## src/rtl/css_tc_pkg.sv

```systemverilog
// Shared types, codes and character helpers for the CSS token classifier.
package css_tc_pkg;

	localparam int POSITION_WIDTH_DEF = 32;
	localparam int OUT_POS_W = 32;
	localparam int MAX_RES = 3;
	localparam int HEX_DEPTH = 8;

	// token kinds
	localparam logic [3:0] K_ELEM   = 4'd0;
	localparam logic [3:0] K_ID     = 4'd1;
	localparam logic [3:0] K_CLASS  = 4'd2;
	localparam logic [3:0] K_PSEUDO = 4'd3;
	localparam logic [3:0] K_PROP   = 4'd4;
	localparam logic [3:0] K_IDENT  = 4'd5;
	localparam logic [3:0] K_PUNCT  = 4'd6;
	localparam logic [3:0] K_NUMBER = 4'd7;
	localparam logic [3:0] K_OPEN   = 4'd8;
	localparam logic [3:0] K_CLOSE  = 4'd9;
	localparam logic [3:0] K_COLOR  = 4'd10;
	localparam logic [3:0] K_STOP   = 4'd11;
	localparam logic [3:0] P_HEX    = 4'd12;
	localparam logic [3:0] P_NONE   = 4'd15;

	// context modes
	localparam logic [3:0] M_TOP    = 4'd0;
	localparam logic [3:0] M_HASH   = 4'd1;
	localparam logic [3:0] M_DOT    = 4'd2;
	localparam logic [3:0] M_COLON  = 4'd3;
	localparam logic [3:0] M_NUMBER = 4'd4;
	localparam logic [3:0] M_BPROP  = 4'd5;
	localparam logic [3:0] M_APROP  = 4'd6;
	localparam logic [3:0] M_BVAL   = 4'd7;
	localparam logic [3:0] M_HEX    = 4'd8;

	// luma coefficients, unsigned 0.16
	localparam logic [15:0] LUMA_R = 16'd13933;
	localparam logic [15:0] LUMA_G = 16'd46871;
	localparam logic [15:0] LUMA_B = 16'd4732;
	localparam logic [23:0] LUMA_LIMIT = 24'd7864320; // 120 << 16

	typedef struct packed {
		logic [7:0] ch;
		logic       last;
	} char_t;

	typedef struct packed {
		logic [3:0]           kind;
		logic [OUT_POS_W-1:0] start_pos;
		logic [OUT_POS_W-1:0] end_pos;
		logic [7:0]           bg_red;
		logic [7:0]           bg_green;
		logic [7:0]           bg_blue;
		logic                 fg_white;
		logic                 final_res;
	} tok_t;

	function automatic logic is_space(input logic [7:0] c);
		return c == 8'h20 || (c >= 8'd9 && c <= 8'd13);
	endfunction

	function automatic logic is_digit(input logic [7:0] c);
		return c >= "0" && c <= "9";
	endfunction

	function automatic logic is_alpha(input logic [7:0] c);
		return (c >= "a" && c <= "z") || (c >= "A" && c <= "Z");
	endfunction

	function automatic logic is_hex(input logic [7:0] c);
		return is_digit(c) || (c >= "a" && c <= "f") || (c >= "A" && c <= "F");
	endfunction

	function automatic logic starts_name(input logic [7:0] c);
		return c == "-" || c == "_" || is_alpha(c);
	endfunction

	function automatic logic in_name(input logic [7:0] c);
		return starts_name(c) || is_digit(c);
	endfunction

	function automatic logic [3:0] nibble(input logic [7:0] c);
		logic [7:0] v;
		if (is_digit(c)) v = c - "0";
		else if (c >= "A" && c <= "F") v = c - "A" + 8'd10;
		else v = c - "a" + 8'd10;
		return v[3:0];
	endfunction

	// 1 when the colour is dark enough for white text
	function automatic logic fg_is_white(input logic [7:0] r, input logic [7:0] g,
			input logic [7:0] b);
		logic [23:0] luma;
		luma = 24'(r * LUMA_R) + 24'(g * LUMA_G) + 24'(b * LUMA_B);
		return !(luma > LUMA_LIMIT);
	endfunction

endpackage

```

## src/rtl/css_tc_step.sv

```systemverilog
// Next-state and result logic for one character of the CSS token classifier.
module css_tc_step import css_tc_pkg::*; #(
	parameter int POSITION_WIDTH = POSITION_WIDTH_DEF
) (
	input  logic [7:0]                ch,
	input  logic                      last,
	input  logic [3:0]                mode,
	input  logic [3:0]                pend,
	input  logic [POSITION_WIDTH-1:0] tstart,
	input  logic [POSITION_WIDTH-1:0] pos,
	input  logic [3:0]                hex [HEX_DEPTH],
	input  logic [3:0]                hcnt,
	input  logic [3:0]                fla,
	input  logic                      stopped,
	output logic [3:0]                mode_n,
	output logic [3:0]                pend_n,
	output logic [POSITION_WIDTH-1:0] tstart_n,
	output logic [POSITION_WIDTH-1:0] pos_n,
	output logic [3:0]                hex_n [HEX_DEPTH],
	output logic [3:0]                hcnt_n,
	output logic [3:0]                fla_n,
	output logic                      stopped_n,
	output tok_t                      res [MAX_RES],
	output logic [1:0]                nres
);
	logic [POSITION_WIDTH-1:0] nxt, mid, endat;
	logic [1:0]  k;
	logic        consumed, hexend, fback, colour;
	logic [7:0]  r, g, b;

	always_comb begin
		mode_n = mode; pend_n = pend; tstart_n = tstart; hcnt_n = hcnt;
		fla_n = fla; stopped_n = stopped; hex_n = hex;
		nxt = pos + 1'b1;
		pos_n = nxt;
		k = '0; consumed = 1'b0; hexend = 1'b0; fback = 1'b0;
		colour = 1'b0; r = '0; g = '0; b = '0; mid = '0; endat = pos;
		for (int i = 0; i < MAX_RES; i++) begin
			res[i] = '0;
		end
		if (stopped) begin
			if (last) begin
				mode_n = M_TOP; pend_n = P_NONE; tstart_n = '0; pos_n = '0;
				hcnt_n = '0; fla_n = '0; stopped_n = 1'b0;
			end
		end else begin
			// continue or close a hex run
			if (pend == P_HEX) begin
				if (is_hex(ch)) begin
					if (!hcnt[3]) hex_n[hcnt[2:0]] = nibble(ch);
					if (fla == hcnt && is_digit(ch)) fla_n = fla + 1'b1;
					hcnt_n = hcnt + 1'b1;
					if (hcnt_n >= 4'd9) fback = 1'b1;
					consumed = 1'b1;
				end else begin
					hexend = 1'b1;
				end
			end
			if (hexend) begin
				if (hcnt_n == 4'd3 || hcnt_n == 4'd4) begin
					colour = 1'b1;
					r = {hex_n[0], hex_n[0]}; g = {hex_n[1], hex_n[1]};
					b = {hex_n[2], hex_n[2]};
				end else if (hcnt_n == 4'd6 || hcnt_n == 4'd8) begin
					colour = 1'b1;
					r = {hex_n[0], hex_n[1]}; g = {hex_n[2], hex_n[3]};
					b = {hex_n[4], hex_n[5]};
				end else begin
					fback = 1'b1;
				end
				if (colour) begin
					res[k] = '{K_COLOR, OUT_POS_W'(tstart_n), OUT_POS_W'(pos),
						r, g, b, fg_is_white(r, g, b), 1'b0};
					k = k + 1'b1;
					mode_n = M_BVAL; pend_n = P_NONE;
				end
			end
			// non-colour run: leading digits as number, rest as identifier
			if (fback) begin
				mid = tstart_n + POSITION_WIDTH'(fla_n);
				if (fla_n == '0) begin
					pend_n = K_IDENT;
				end else if (fla_n >= hcnt_n) begin
					pend_n = K_NUMBER; mode_n = M_NUMBER;
				end else begin
					res[k] = '{K_NUMBER, OUT_POS_W'(tstart_n), OUT_POS_W'(mid),
						8'd0, 8'd0, 8'd0, 1'b0, 1'b0};
					k = k + 1'b1;
					mode_n = M_NUMBER; tstart_n = mid; pend_n = K_IDENT;
				end
			end
			if (!consumed) begin
				if (pend_n <= K_IDENT && in_name(ch)) begin
					consumed = 1'b1;
				end else if (pend_n == K_NUMBER && (is_digit(ch) || ch == ".")) begin
					consumed = 1'b1;
				end else if (pend_n != P_NONE) begin
					res[k] = '{pend_n, OUT_POS_W'(tstart_n), OUT_POS_W'(pos),
						8'd0, 8'd0, 8'd0, 1'b0, 1'b0};
					k = k + 1'b1;
					pend_n = P_NONE;
				end
			end
			// start of a new token
			if (!consumed && !is_space(ch)) begin
				if (mode_n == M_HEX && is_hex(ch)) begin
					pend_n = P_HEX; tstart_n = pos; hex_n[0] = nibble(ch);
					hcnt_n = 4'd1; fla_n = is_digit(ch) ? 4'd1 : 4'd0;
				end else if (ch == "-" && mode_n == M_BVAL) begin
					pend_n = K_NUMBER; tstart_n = pos; mode_n = M_NUMBER;
				end else if (starts_name(ch)) begin
					tstart_n = pos;
					case (mode_n)
						M_BPROP: begin pend_n = K_PROP; mode_n = M_APROP; end
						M_TOP:   pend_n = K_ELEM;
						M_HASH:  begin pend_n = K_ID; mode_n = M_TOP; end
						M_DOT:   begin pend_n = K_CLASS; mode_n = M_TOP; end
						M_COLON: begin pend_n = K_PSEUDO; mode_n = M_TOP; end
						default: pend_n = K_IDENT;
					endcase
				end else if (ch == ":" || ch == "," || ch == "#" || ch == ";"
						|| (ch == "." && mode_n == M_TOP)) begin
					if (ch == ":") begin
						if (mode_n == M_APROP) mode_n = M_BVAL;
						else if (mode_n == M_TOP) mode_n = M_COLON;
					end else if (ch == "#") begin
						mode_n = (mode_n == M_BVAL) ? M_HEX : M_HASH;
					end else if (ch == ".") begin
						mode_n = M_DOT;
					end else if (ch == ";") begin
						mode_n = M_BPROP;
					end
					res[k] = '{K_PUNCT, OUT_POS_W'(pos), OUT_POS_W'(nxt),
						8'd0, 8'd0, 8'd0, 1'b0, 1'b0};
					k = k + 1'b1;
				end else if (is_digit(ch) || ch == ".") begin
					pend_n = K_NUMBER; tstart_n = pos; mode_n = M_NUMBER;
				end else if (ch == "(" || ch == "{" || ch == "[") begin
					if (ch == "{") mode_n = M_BPROP;
					res[k] = '{K_OPEN, OUT_POS_W'(pos), OUT_POS_W'(nxt),
						8'd0, 8'd0, 8'd0, 1'b0, 1'b0};
					k = k + 1'b1;
				end else if (ch == ")" || ch == "}" || ch == "]") begin
					if (ch == "}") mode_n = M_TOP;
					res[k] = '{K_CLOSE, OUT_POS_W'(pos), OUT_POS_W'(nxt),
						8'd0, 8'd0, 8'd0, 1'b0, 1'b0};
					k = k + 1'b1;
				end else begin
					stopped_n = 1'b1;
					res[k] = '{K_STOP, OUT_POS_W'(pos), OUT_POS_W'(nxt),
						8'd0, 8'd0, 8'd0, 1'b0, 1'b0};
					k = k + 1'b1;
				end
			end
			// end of buffer: flush, then back to reset state
			if (last) begin
				if (!stopped_n) begin
					if (pend_n == P_HEX) begin
						colour = 1'b0;
						if (hcnt_n == 4'd3 || hcnt_n == 4'd4) begin
							colour = 1'b1;
							r = {hex_n[0], hex_n[0]}; g = {hex_n[1], hex_n[1]};
							b = {hex_n[2], hex_n[2]};
						end else if (hcnt_n == 4'd6 || hcnt_n == 4'd8) begin
							colour = 1'b1;
							r = {hex_n[0], hex_n[1]}; g = {hex_n[2], hex_n[3]};
							b = {hex_n[4], hex_n[5]};
						end
						if (colour) begin
							res[k] = '{K_COLOR, OUT_POS_W'(tstart_n), OUT_POS_W'(nxt),
								r, g, b, fg_is_white(r, g, b), 1'b0};
							k = k + 1'b1;
							pend_n = P_NONE;
						end else begin
							endat = tstart_n + POSITION_WIDTH'(fla_n);
							if (fla_n == '0) begin
								pend_n = K_IDENT;
							end else if (fla_n >= hcnt_n) begin
								pend_n = K_NUMBER;
							end else begin
								res[k] = '{K_NUMBER, OUT_POS_W'(tstart_n),
									OUT_POS_W'(endat), 8'd0, 8'd0, 8'd0, 1'b0, 1'b0};
								k = k + 1'b1;
								tstart_n = endat; pend_n = K_IDENT;
							end
						end
					end
					if (pend_n != P_NONE) begin
						res[k] = '{pend_n, OUT_POS_W'(tstart_n), OUT_POS_W'(nxt),
							8'd0, 8'd0, 8'd0, 1'b0, 1'b0};
						k = k + 1'b1;
					end
				end
				mode_n = M_TOP; pend_n = P_NONE; tstart_n = '0; pos_n = '0;
				hcnt_n = '0; fla_n = '0; stopped_n = 1'b0;
			end
		end
		if (k != '0) res[k - 1'b1].final_res = 1'b1;
		nres = k;
	end

endmodule

```

## src/rtl/css_token_classifier.sv

```systemverilog
// Top level of the CSS token classifier: context state and result buffer.
//
// Takes CSS text one byte per transfer on the char channel and returns
// tokens (kind, start/end position, decoded colour and text contrast) on the
// tok channel. Each byte is classified in the cycle it is accepted; its 0 to
// 3 tokens land together in a three-entry result buffer and leave one per
// cycle while tok_ready is high, the last carrying final_res. A byte is
// taken whenever the buffer is empty or its last token is leaving in the
// same cycle; with tok_ready high, text making at most one token per byte
// streams at one byte per cycle; extra tokens hold the input as they drain.
// Positions count bytes modulo 2^POSITION_WIDTH and are shown in 32 bits.
// An unknown byte gives a stop token; later bytes are swallowed silently
// until one with last set, which only resets the context. Last on any other
// byte flushes a pending token and also resets. Hex digits of a colour run
// hold no value until written and are not cleared by reset.
module css_token_classifier import css_tc_pkg::*; #(
	parameter int POSITION_WIDTH = POSITION_WIDTH_DEF
) (
	input  logic  clk,
	input  logic  arst_n,
	input  logic  char_valid,
	output logic  char_ready,
	input  char_t char_data,
	output logic  tok_valid,
	input  logic  tok_ready,
	output tok_t  tok_data
);
	// context state
	logic [3:0]                mode_q, pend_q, hcnt_q, fla_q;
	logic [POSITION_WIDTH-1:0] tstart_q, pos_q;
	logic [3:0]                hex_q [HEX_DEPTH];
	logic                      stopped_q;

	logic [3:0]                mode_n, pend_n, hcnt_n, fla_n;
	logic [POSITION_WIDTH-1:0] tstart_n, pos_n;
	logic [3:0]                hex_n [HEX_DEPTH];
	logic                      stopped_n;
	tok_t                      res [MAX_RES];
	logic [1:0]                nres;

	// result buffer
	tok_t       buf_q [MAX_RES];
	logic [1:0] cnt_q, rd_q;

	logic char_xfer, tok_xfer;

	assign tok_valid  = cnt_q != '0;
	assign tok_data   = buf_q[rd_q];
	assign tok_xfer   = tok_valid && tok_ready;
	assign char_ready = cnt_q == '0 || (cnt_q == 2'd1 && tok_ready);
	assign char_xfer  = char_valid && char_ready;

	css_tc_step #(.POSITION_WIDTH(POSITION_WIDTH)) u_step (
		.ch(char_data.ch), .last(char_data.last),
		.mode(mode_q), .pend(pend_q), .tstart(tstart_q), .pos(pos_q),
		.hex(hex_q), .hcnt(hcnt_q), .fla(fla_q), .stopped(stopped_q),
		.mode_n(mode_n), .pend_n(pend_n), .tstart_n(tstart_n), .pos_n(pos_n),
		.hex_n(hex_n), .hcnt_n(hcnt_n), .fla_n(fla_n), .stopped_n(stopped_n),
		.res(res), .nres(nres)
	);

	always_ff @(posedge clk or negedge arst_n) begin
		if (!arst_n) begin
			mode_q <= M_TOP;
			pend_q <= P_NONE;
			tstart_q <= '0;
			pos_q <= '0;
			hcnt_q <= '0;
			fla_q <= '0;
			stopped_q <= 1'b0;
			cnt_q <= '0;
			rd_q <= '0;
		end else begin
			if (char_xfer) begin
				mode_q <= mode_n;
				pend_q <= pend_n;
				tstart_q <= tstart_n;
				pos_q <= pos_n;
				hcnt_q <= hcnt_n;
				fla_q <= fla_n;
				stopped_q <= stopped_n;
				cnt_q <= nres;
				rd_q <= '0;
			end else if (tok_xfer) begin
				cnt_q <= cnt_q - 1'b1;
				rd_q <= rd_q + 1'b1;
			end
		end
	end

	// payload: no reset
	always_ff @(posedge clk) begin
		if (char_xfer) begin
			hex_q <= hex_n;
			buf_q <= res;
		end
	end

endmodule

```

## config.mk

```make
export PLATFORM = sky130hd
export DESIGN_NAME = css_token_classifier
export DESIGN_NICKNAME = d
export VERILOG_FILES = /design/src/rtl/css_tc_pkg.sv /design/src/rtl/css_tc_step.sv /design/src/rtl/css_token_classifier.sv
export SDC_FILE = /design/constraint.sdc
export NUM_CORES = 2
export LEC_CHECK = 0
export ABC_AREA = 0
export BUFFER_PORTS_ARGS = -buffer_cell sky130_fd_sc_hd__buf_4
export CORE_MARGIN = 2
export CORE_UTILIZATION = 25
export CTS_BUF_LIST = sky130_fd_sc_hd__clkbuf_8
export DETAILED_ROUTE_END_ITERATION = 12
export PLACE_DENSITY = 0.37
export SLEW_MARGIN = 20
export SYNTH_ARGS = -nofsm -noshare
export SYNTH_HDL_FRONTEND = slang
export SYNTH_HIERARCHICAL = 1
export SYNTH_SLANG_ARGS = --single-unit
```

## constraint.sdc

```tcl
create_clock -name clk -period 26.5 [get_ports clk]
set_input_delay 1.325 -clock clk [delete_from_list [all_inputs] [get_ports clk]]
set_output_delay 1.325 -clock clk [all_outputs]
set_load 0.05 [all_outputs]
```

# ---- Yosys cells after proc, flatten, opt, wreduce, memory -nomap -nowiden
# Cells that the tools add are included.
dict set report op_classes {
  addsub 22
  eq_ne 37
  n_mux 272
  magnitude_cmp 31
  mul 6
  reduce_logical 59
  bitwise_logic 10
}
# cell count
set ops {}
lappend ops {{$mux 282} 30}
lappend ops {{$bwmux 282} 10}
lappend ops {{$demux 94 s2} 6}
lappend ops {{$mux 94} 10}
lappend ops {{$mux 32} 25}
lappend ops {{$mux 4} 76}
lappend ops {{$mux 8} 33}
lappend ops {{$bmux 94 s2} 1}
lappend ops {{$eq 8x6->1 const B} 9}
lappend ops {{$mux 2} 35}
lappend ops {{$add 32x4->32} 2}
lappend ops {{$add 22x24->24} 2}
lappend ops {{$add 24x21->24} 2}
lappend ops {{$gt 24x23->1 const B} 2}
lappend ops {{$mul 8x16->24 const B} 2}
lappend ops {{$mul 8x14->22 const B} 2}
lappend ops {{$mux 1} 42}
lappend ops {{$eq 8x7->1 const B} 5}
lappend ops {{$mul 8x11->19 const B} 2}
lappend ops {{$add 32x1->32 const B} 1}
lappend ops {{$bwmux 32} 1}
lappend ops {{$eq 4x3->1 const B} 8}
lappend ops {{$le 8x7->1 const B} 4}
lappend ops {{$logic_and 1x1->1} 23}
lappend ops {{other kinds (37)} 104}
dict set report totals {
  in_bits 13
  out_inout_bits 96
  ff_bits 399
  word_cells 478
}

# ---- Depth between registers and ports, before layout
dict set report logic_depth {
  ltp_word 60
  ltp_mapped 57
}

# ---- Cells and area by module
# The synthesis kept the hierarchy.
# mod n_inst area_each_um2 cells_per_inst
set by_module_without_submodules {}
lappend by_module_without_submodules {css_tc_step 1 31171.1 4509}
lappend by_module_without_submodules {css_token_classifier 1 15094.5 833}

# ---- Worst setup path before layout
# No wires, ideal clock.
dict set report synth_path {
  kind {input-to-reg}
  start {input char_data[2] (netlist bit)}
  end {register buf_q[189] (netlist bit) (data pin)}
  path_slack_ns 13.952
  t_arrival_ns 12.401
  path_buffers 4
  stages 54
  setup_ns 0.147
  required_time_ns 26.353
  path_cell_list {inv_1 -> ha_1 -> buf_2 -> o21bai_1 -> a211oi_4 -> nand3_1 -> or3b_1 -> a32o_1 -> o31ai_4 -> inv_2 -> a21boi_2 -> clkbuf_1 -> nor2_1 -> nand2_1 -> clkbuf_1 -> clkbuf_1 -> nand2_1 -> inv_1 -> (+18 left out) -> ha_1 -> inv_1 -> fa_1 -> fa_1 -> inv_1 -> fa_1 -> ha_1 -> mux2i_1 -> nand4_1 -> nor3_1 -> o221a_2 -> o21ai_0 -> nor4_1 -> nand4_1 -> a211o_1 -> a41o_1 -> or2_2 -> a21oi_1}
}
# element line_no
set synth_rtl {}
lappend synth_rtl {{from (decl)} css_token_classifier.sv:23} ;# input char_t char_data,
lappend synth_rtl {{to (signal assigned)} css_token_classifier.sv:95} ;# buf_q <= res;
lappend synth_rtl {{to (decl)} css_token_classifier.sv:42} ;# tok_t buf_q [MAX_RES];

==> impl_metrics.ini <==
[run_status]
status = finished, final reports clean

[sta]
post-route-period-util_pct = 54.0
slew_headroom_pct = 11.3
maxSlewViolCount = 0
tns_ns = 0
skew_ns = 0.0690
hold_viol_final = 0
rsz0062_at_grt = no
max_slew.worst_pin.slew_ns = 1.33
finalSetupViolations = 0
period_needed_ns = 14.32
setup_ws_ns = 12.18
fmax_ghz = 0.0698

[critical_path]
critPathMaxStageDelay_ns = 0.78
start_kind = primary input
path_class = primary input to flip-flop
end_kind = flip-flop
path_common_cell = inv_1
worstPathRequired_ns = 27.14
r2r_slack_ns = 12.58
crit_path_top_delay_cell = a21boi_2
critPathMaxFanout = 29
crit_arrival_ns = 14.96

[place]
place_hpwl_um = 180000
dp_slack_ns = 11.42
place.gp.congestion = 0.986
io_buffer_count = 108
dpl_cell_area_sq_um = 49700

[route]
remaining_drc_errors = 0
ant_nets = 0
routed_wire_length_per_instance_um = 30.5
vias = 43300
first_iter_violations = 4335
via_per_inst = 5.51
routed_wl_um = 239000
drt_pre_antenna_iters = 7

[global_routing]
track_usage_pct = 25.2
antenna_found_initial = 17
grt_pass1_vias = 43000
grt_max_degree = 113
gr-total-overflow = 0
grt_pass1_wl_um = 339000

[synthesis]
synthCells = 5317
syn_nets = 5927
syn_area_per_cell_sq_um = 8.64
yosys_warnings = 6
syn_area_sq_um = 45900

[cts]
clockBufferDepth = 3
cts-root-buf = clkbuf_8
cts_tree = done
clock_latency_ns = 0.84
cts_hold_buffers = 0
cts.sinks = 391
numCtsBuffers = 76
cts_resized = 0
clkTransAtPathRegs_ns = 0.06
cts_setup_buffers = 0
cts_max_level = 3

[die]
die_h_um = 433
dieWidth_um = 433
start_util_pct = 25.1
rows = 157
die_area_sq_um = 187000
core_sq_um = 183000
ios = 109

[final_layout]
drive_gt1_share_pct = 11.2
nFillCells = 19700
area_growth_pct = 11.6
fin_nets = 5918
fin_area_sq_um = 51300

[power]
p_leak_nw = 21.0
power_density_nw_per_um2 = 144
peakVddDrop_mv = 0.233

[flow_run]
cap_violations = 0

[worst_hold_path]
hp-class = flip-flop to flip-flop
path summary, 6_finish.rpt:
path,depth (start not counted),start,end
setup / recovery,53,char_data[1],buf_q[189]
hold / removal,2,hex_q[27],hex_q[27]
setup reg to reg,51,hcnt_q[0],buf_q[189]
hold reg to reg,2,hex_q[27],hex_q[27]
max in group asynchronous,2,arst_n,rd_q[0]
min in group asynchronous,1,arst_n,tstart_q[29]
worst max-delay path: cells and delay by family:
family                   cells  cell delay [ns]
multiplexers                 1             0.21
AND/OR/NAND/NOR             12             2.52
adder cells (fa/ha/maj)     12             4.85
AO/OA/AOI/OAI               16             4.07
XOR/XNOR                     1             0.15
buffers and inverters       11             1.78
routing by layer:
metal / track usage, % / vias up / share of wire (%)
met3: 4.28 / 587 / 6.7
met2: 40.0 / 2011 / 45
met4: 15.7 / 12 / 7.2
met5: 0 / - / 0.034
li1: - / 19100 / -
met1: 31.9 / 21600 / 41
sequential cells by signal, summed over array words and instances, names as in the netlist:
register   cells
pend_q         4
tstart_q      32
hex_q         24
cnt_q          2
buf_q        282
stopped_q      1
fla_q          4
pos_q         32
mode_q         4
rd_q           2
hcnt_q         4
power breakdown:
part           total, mW  switching [mW]  internal (mW)
registers          0.977           0.105          0.872
clock network      0.642           0.307          0.334
logic               5.79            3.85           1.94
total               7.41            4.26           3.15
layout by cell type, fill, tap and decap left out, types with 28 or more instances in the layout:
cell type,count
a21o_1,28
nand2_1,483
a22oi_1,36
mux2_4,79
or3_1,28
xnor2_1,157
a221oi_1,83
a21oi_1,355
nand3_1,152
o31ai_1,29
a31oi_1,63
nand4_1,33
nor3_1,105
xor2_1,73
mux2i_1,138
buf_4,291
fa_1,275
o211ai_1,34
o21bai_1,31
and3_1,55
nor2_1,512
and2_1,32
ha_1,322
o21ai_0,327
nor4_1,29
inv_1,491
a221o_1,32
a2111oi_0,33
edfxtp_1,306
a211oi_1,58
o22ai_1,54
dfrtp_1,78
clkbuf_8,81
final cells by class:
type	count	area, sq um	area share (%)
diodes	14	35.0	0.0683
clock buffers	81	1110	2.17
clock inverters	59	413	0.805
inverters	475	1790	3.49
multi-input cells	4072	31300	61.1
flip-flops and latches	391	11300	22.1
well taps	2464	3080	6.01
repair buffers	292	2200	4.28
through the flow:
| stage | power, mW | instances | hold WS (ns) | utilization [%] |
|---|---|---|---|---|
| 5_1_grt | 8.06 | 7841 | 0.597 | 28.0 |
| 3_5_place_dp | 6.76 | 7693 | 0.543 | 27.2 |
| 6_report | 7.41 | 7848 | 0.558 | 28.0 |
| 4_1_cts | 7.45 | 7833 | 0.544 | 28.0 |
| 2_1_floorplan | 4.93 | 5317 | 0.476 | - |
| 3_3_place_gp | 6.79 | 7693 | 0.537 | 27.2 |
(Power assumes the default switching activity.)
